[src/damped_feedback_echo_assert.svh]
// Assertion macros for the damped feedback echo.
// Each macro takes a label, an antecedent, a consequent and a message.
// The enclosing module provides clk and rst.
`ifndef DAMPED_FEEDBACK_ECHO_ASSERT_SVH
`define DAMPED_FEEDBACK_ECHO_ASSERT_SVH

`ifndef SYNTHESIS
`define DFE_ASSERT_IMP(lbl, ante, cons, msg) \
  lbl: assert property (@(posedge clk) disable iff (rst) (ante) |-> (cons)) \
    else $error(msg);
`define DFE_ASSERT_NXT(lbl, ante, cons, msg) \
  lbl: assert property (@(posedge clk) disable iff (rst) (ante) |=> (cons)) \
    else $error(msg);
`else
`define DFE_ASSERT_IMP(lbl, ante, cons, msg)
`define DFE_ASSERT_NXT(lbl, ante, cons, msg)
`endif

`endif

[src/dfe_pkg.sv]
`timescale 1ns / 1ps

package dfe_pkg;

  localparam int DELAY_DEPTH  = 65536;  // power of two, at most 65536
  localparam int MAX_CHANNELS = 2;      // power of two
  localparam int POS_AW = $clog2(DELAY_DEPTH);
  localparam int CH_W   = $clog2(MAX_CHANNELS);
  localparam int RAM_AW = CH_W + POS_AW;

  localparam int MUL_AW = 32;
  localparam int MUL_BW = 18;
  localparam int PROD_W = MUL_AW + MUL_BW;

  localparam logic [15:0] DELAY_RESET    = 16'd24000;
  localparam logic [14:0] FEEDBACK_RESET = 15'd16384;
  localparam logic [15:0] DAMPING_RESET  = 16'd32768;
  localparam logic [1:0]  CHANNELS_RESET = 2'd2;
  localparam logic [15:0] Q15_ONE        = 16'h8000;

  typedef enum logic [1:0] {
    REG_DELAY    = 2'd0,
    REG_FEEDBACK = 2'd1,
    REG_DAMPING  = 2'd2,
    REG_CHANNELS = 2'd3
  } reg_index_t;

  typedef struct packed {
    logic        channel;
    logic [15:0] sample_in;
    logic        mod_present;
    logic [15:0] feedback_mod;
  } in_item_t;

  typedef struct packed {
    logic [15:0] echo_out;
    logic        out_channel;
  } out_item_t;

  typedef struct packed {
    logic              rd_en;
    logic              wr_en;
    logic [RAM_AW-1:0] addr;
    logic [15:0]       wdata;
  } ram_req_t;

  // Saturate a signed 20-bit value to 16 bits.
  function automatic logic [15:0] sat16(input logic signed [19:0] v);
    logic [15:0] r;
    if (v > 20'sd32767) begin
      r = 16'h7FFF;
    end else if (v < -20'sd32768) begin
      r = 16'h8000;
    end else begin
      r = v[15:0];
    end
    return r;
  endfunction

endpackage

[src/dfe_mul.sv]
`timescale 1ns / 1ps

module dfe_mul import dfe_pkg::*; (
  input  logic                     clk,
  input  logic                     en,
  input  logic signed [MUL_AW-1:0] a,
  input  logic signed [MUL_BW-1:0] b,
  output logic signed [PROD_W-1:0] prod
);

  // Shared signed multiplier, product registered.
  always_ff @(posedge clk) begin
    if (en) begin
      prod <= PROD_W'(a) * PROD_W'(b);
    end
  end

endmodule

[config.mk]
export PLATFORM = sky130hd
export DESIGN_NAME = dfe_mul
export DESIGN_NICKNAME = d
export VERILOG_FILES = /design/src/damped_feedback_echo_assert.svh /design/src/dfe_pkg.sv /design/src/dfe_mul.sv
export SDC_FILE = /design/constraint.sdc
export NUM_CORES = 2
export LEC_CHECK = 0
export ABC_AREA = 1
export BUFFER_PORTS_ARGS = -buffer_cell sky130_fd_sc_hd__clkbuf_2
export CAP_MARGIN = 10
export CORE_MARGIN = 3
export CORE_UTILIZATION = 40
export DETAILED_ROUTE_END_ITERATION = 16
export PLACE_DENSITY = 0.53
export SYNTH_ARGS = -nofsm -noshare
export SYNTH_HDL_FRONTEND = slang
export SYNTH_SLANG_ARGS = --single-unit
[constraint.sdc]
create_clock -name clk -period 6.2 [get_ports clk]
set_input_delay 0.31 -clock clk [delete_from_list [all_inputs] [get_ports clk]]
set_output_delay 0.31 -clock clk [all_outputs]
set_load 0.02 [all_outputs]
# After elaboration in Yosys (flattened, before gate mapping)
# Index checks and enable logic that the tools add are counted.
# op_classes
multipliers	1
# op_table
operator	n
$mul A32 B18 Y50	1
# totals
ff_bits	50
inputBits	52
word_cells	2

# Logic depth before layout (Yosys ltp)
# depth
word_depth	1
ltp_mapped	29
depth_no_buf	27

# Least setup slack after synthesis
# No wires, ideal clock.
# synth_path
path_type	in2reg
start	input a[31]
end	register prod[47], data pin
arrival_time_ns	5.409
required_time_ns	5.947
setup_slack_ns	0.538
cell_stages	21
path_buffers	2
path_cell_list	clkbuf_1 clkbuf_1 nand2_1 fa_1 inv_1 fa_1 fa_1 fa_1 inv_1 fa_1 inv_1 fa_1 ha_1 nand2_1 nor2_1 nand2_1 nor2_1 and2_1 nand2_1 nand4_1 nand2_1
# synth_via
elab_chain_cells	1
# synth_rtl
item	line	source
start, declared	dfe_mul.sv:6	input logic signed [MUL_AW-1:0] a,
$mul A32 B18 Y50	dfe_mul.sv:14	prod <= PROD_W'(a) * PROD_W'(b);
end signal, assigned	dfe_mul.sv:14	
end, declared	dfe_mul.sv:8	output logic signed [PROD_W-1:0] prod
# Every way passes these cells.
# A chain may end at the register's enable or synchronous reset.

# Final worst setup path
# layout_path
start	input a[6]
end	register prod[40], data pin
# The elaborated chain is that of the path after synthesis.

==> PnR_summary.wiki <==
{| class="wikitable"
! Metric !! Value
|-
| GP Congestion || 0.887
|-
| Pre-Repair DR Iteration Count || 7
|-
| Final net count || 3865
|-
| Largest register by flop count || prod
|-
| Part of the cycle the worst path needs || 0.938
|-
| Fillers || 5955
|-
| Startpoint type of the worst setup path || input pin
|-
| Global Route Usage Sum || 0.227
|-
| Cell taking the most area after synthesis || sky130_fd_sc_hd__fa_1
|-
| DR vias/cell || 4.63
|-
| Die Outline Area || 61500 um2
|-
| Post-route ant nets || 0
|-
| Area growth from synthesis to layout || 8.01%
|-
| Vias after detailed routing || 18084
|-
| Core area || 57800 um2
|-
| Cell with the largest stage delay on the worst path || sky130_fd_sc_hd__fa_1
|-
| Total global routing overflow || 0
|-
| Critical Setup Path Class || in -> reg
|-
| Worst Setup End Kind || register
|-
| Commonest cells after routing, fill and taps aside || sky130_fd_sc_hd__inv_1 (1017), sky130_fd_sc_hd__nand2_1 (944), sky130_fd_sc_hd__fa_1 (552)
|-
| Yosys warning count || 0
|-
| Share of the synthesized area in the top cell type || 0.473
|-
| CTS tree || done
|-
| Number of violations reported at the end of detailed-routing iteration 0 || 902
|-
| Part of the Yosys area used for sequential elements || 0.0641
|-
| Worst Setup Slack post-DPL || -8.68 ps
|-
| Layout cell share with drive strength beyond 1 || 0.0755
|-
| Starting utilization of the core area || 0.405
|-
| Dominant cell type by count on the critical path || sky130_fd_sc_hd__fa_1
|-
| Wire length of the first global-routing pass || 109000 um
|-
| Depth of the CTS H-tree || 2
|-
| Cell count after synthesis || 3080
|-
| Transition at the pin with the smallest max-transition slack || 713 ps
|-
| Number of endpoints failing setup at the final stage || 0
|-
| WP data arrival || 5880 ps
|-
| WL per Instance || 16.9 um
|-
| Commonest non-fill, non-tap cell in the layout || sky130_fd_sc_hd__inv_1
|-
| Maximum number of pins on one net before global-route repair || 51
|-
| Number of buffer cells added on primary ports || 101
|-
| Outcome || finished, final reports clean
|-
| Number of antenna cells inserted || 0
|-
| Number of global-route vias before repair || 20271
|-
| Flip-flop count of the largest register, all copies and words added || 50
|-
| Clock Root Buffer || sky130_fd_sc_hd__clkbuf_16
|-
| Series of cell instances along the critical path || clkbuf_2, nand2_1, fa_1, inv_1, fa_1, fa_1, fa_1, fa_1, inv_1, fa_1, inv_1, ha_1, nand2_1, nor2_2, inv_1, nor2_2, nand3_1, nand3b_1, nand4_1, nand2_1
|-
| Rows || 88
|-
| CTS Buf Count || 5
|-
| Final Max Tran Viols || 0
|-
| Largest fanout of any net on the critical path || 18
|-
| Wirelength, routed || 65800 um
|-
| Delay of the slowest critical-path stage || 570 ps
|-
| Clock transition at path regs || 80 ps
|-
| Cell area after technology mapping || 23400 um2
|-
| Flip-flop and latch count after synthesis || 50
|-
| Post-layout minimum cycle time || 5820 ps
|-
| RSZ-0062 raised after global routing || no
|-
| Largest registers || prod (50)
|-
| Count of final hold-check violations || 0
|-
| Post-detailed-route DRC marker count || 0
|-
| Net Count, Synth || 3806
|-
| Mean instance size in the synthesized netlist || 7.60 um2
|-
| Highest clock frequency the design can meet || 172 MHz
|-
| Slew Limit Headroom || 0.524
|-
| Die boundary height || 248 um
|-
| Area contributors post-synth || sky130_fd_sc_hd__fa_1 (47%), sky130_fd_sc_hd__inv_1 (16%), sky130_fd_sc_hd__nand2_1 (15%)
|-
| Class of the tightest hold or removal check || in -> reg
|-
| Worst setup margin || 382 ps
|-
| X dimension of the die || 248 um
|-
| Number of buffers added to fix hold violations after cts || 0
|-
| # IOs || 102
|-
| Clock sinks || 50
|-
| WP buf/inv || 5
|-
| Number of maximum-capacitance constraint violations || 0
|-
| Number of buffers between clock root and the deepest sink || 2
|-
| Antenna violations before repair || 0
|-
| DP Wirelength || 55600 um
|-
| Required time at the worst-slack endpoint || 6260 ps
|-
| Count of different cell masters after synthesis || 30
|-
| Family with the most delay on the worst path || adder cells
|}
-- what timing repair did --
item | 4_1_cts | 5_1_grt
gates resized for setup | 0 | 1
endpoints found under the setup margin | 0 | 1
buffers inserted | 0 | 0
-- through the flow --
stage	TNS (ps)	std cells	hold slack [ps]	util	cell area, um2
finish	0	3905	663	0.438	25300
global route	0	3905	697	0.438	25300
CTS	0	3905	685	0.438	25300
detailed placement	-8.68	3897	765	0.435	25100
global placement	0	3897	765	0.435	25100
floorplan	0	3080	422	-	23400
-- cells in the mapped netlist --
| library cell | n |
|---|---|
| sky130_fd_sc_hd__inv_1 | 1017 |
| sky130_fd_sc_hd__nand2_1 | 944 |
| sky130_fd_sc_hd__fa_1 | 553 |
| sky130_fd_sc_hd__ha_1 | 121 |
| sky130_fd_sc_hd__clkbuf_1 | 107 |
| sky130_fd_sc_hd__nor2_1 | 85 |
| sky130_fd_sc_hd__nand3_1 | 56 |
| sky130_fd_sc_hd__edfxtp_1 | 50 |
| sky130_fd_sc_hd__a21oi_1 | 26 |
| sky130_fd_sc_hd__xor2_1 | 23 |
| sky130_fd_sc_hd__nor2_2 | 20 |
| sky130_fd_sc_hd__nand2_2 | 14 |
| sky130_fd_sc_hd__nand4_1 | 12 |
| sky130_fd_sc_hd__buf_1 | 11 |
| sky130_fd_sc_hd__or2_2 | 7 |
| sky130_fd_sc_hd__inv_2 | 5 |
| sky130_fd_sc_hd__nor2_4 | 4 |
| sky130_fd_sc_hd__o21bai_1 | 4 |
| sky130_fd_sc_hd__nand3_2 | 3 |
| sky130_fd_sc_hd__nor3_1 | 3 |
| sky130_fd_sc_hd__xnor2_1 | 3 |
| sky130_fd_sc_hd__a21oi_2 | 2 |
| sky130_fd_sc_hd__nand3b_1 | 2 |
| sky130_fd_sc_hd__o21a_1 | 2 |
| sky130_fd_sc_hd__a21o_1 | 1 |
| sky130_fd_sc_hd__and2_1 | 1 |
| sky130_fd_sc_hd__nor3_2 | 1 |
| sky130_fd_sc_hd__o211ai_2 | 1 |
| sky130_fd_sc_hd__o21ai_0 | 1 |
| sky130_fd_sc_hd__o21bai_2 | 1 |
-- metal layers --
layer  routed length, um  track usage  vias up  part of all wire
met5                   0            0        -                 0
met4                1650       0.0565        0             0.025
met3                2540       0.0158       98             0.039
met2               34400        0.424      422              0.52
met1               27300        0.285     9024              0.41
li1                    -            -     8540                 -
-- kinds of logic after synthesis --
logic type | after synthesis | share of synthesized area
AOI/OAI and AO/OA | 38 | 0.00978
xor gates and xnor gates | 26 | 0.00972
adders and majority gates | 674 | 0.537
buffers and inverters | 1140 | 0.183
DFF | 50 | 0.0641
and+or+nand+nor | 1152 | 0.196
-- final cells by class --
class / instances / area (um2) / area share
Clock buffer: 5 / 125 / 0.00495
Sequential cell: 50 / 1500 / 0.0594
Timing Repair Buffer: 170 / 1210 / 0.0479
Tap cell: 765 / 957 / 0.0378
Multi-Input combinational cell: 1890 / 17600 / 0.697
Clock inverter: 3 / 23.8 / 0.000940
Inverter: 1022 / 3840 / 0.152
-- path summary, 6_finish.rpt --
path / to / depth (start not counted) / startpoint
max: prod[40] / 20 / a[6]
min: prod[11] / 2 / en
Power is not shown: default switching activity piles up to over one toggle a cycle in this logic, so the estimate is an artifact.
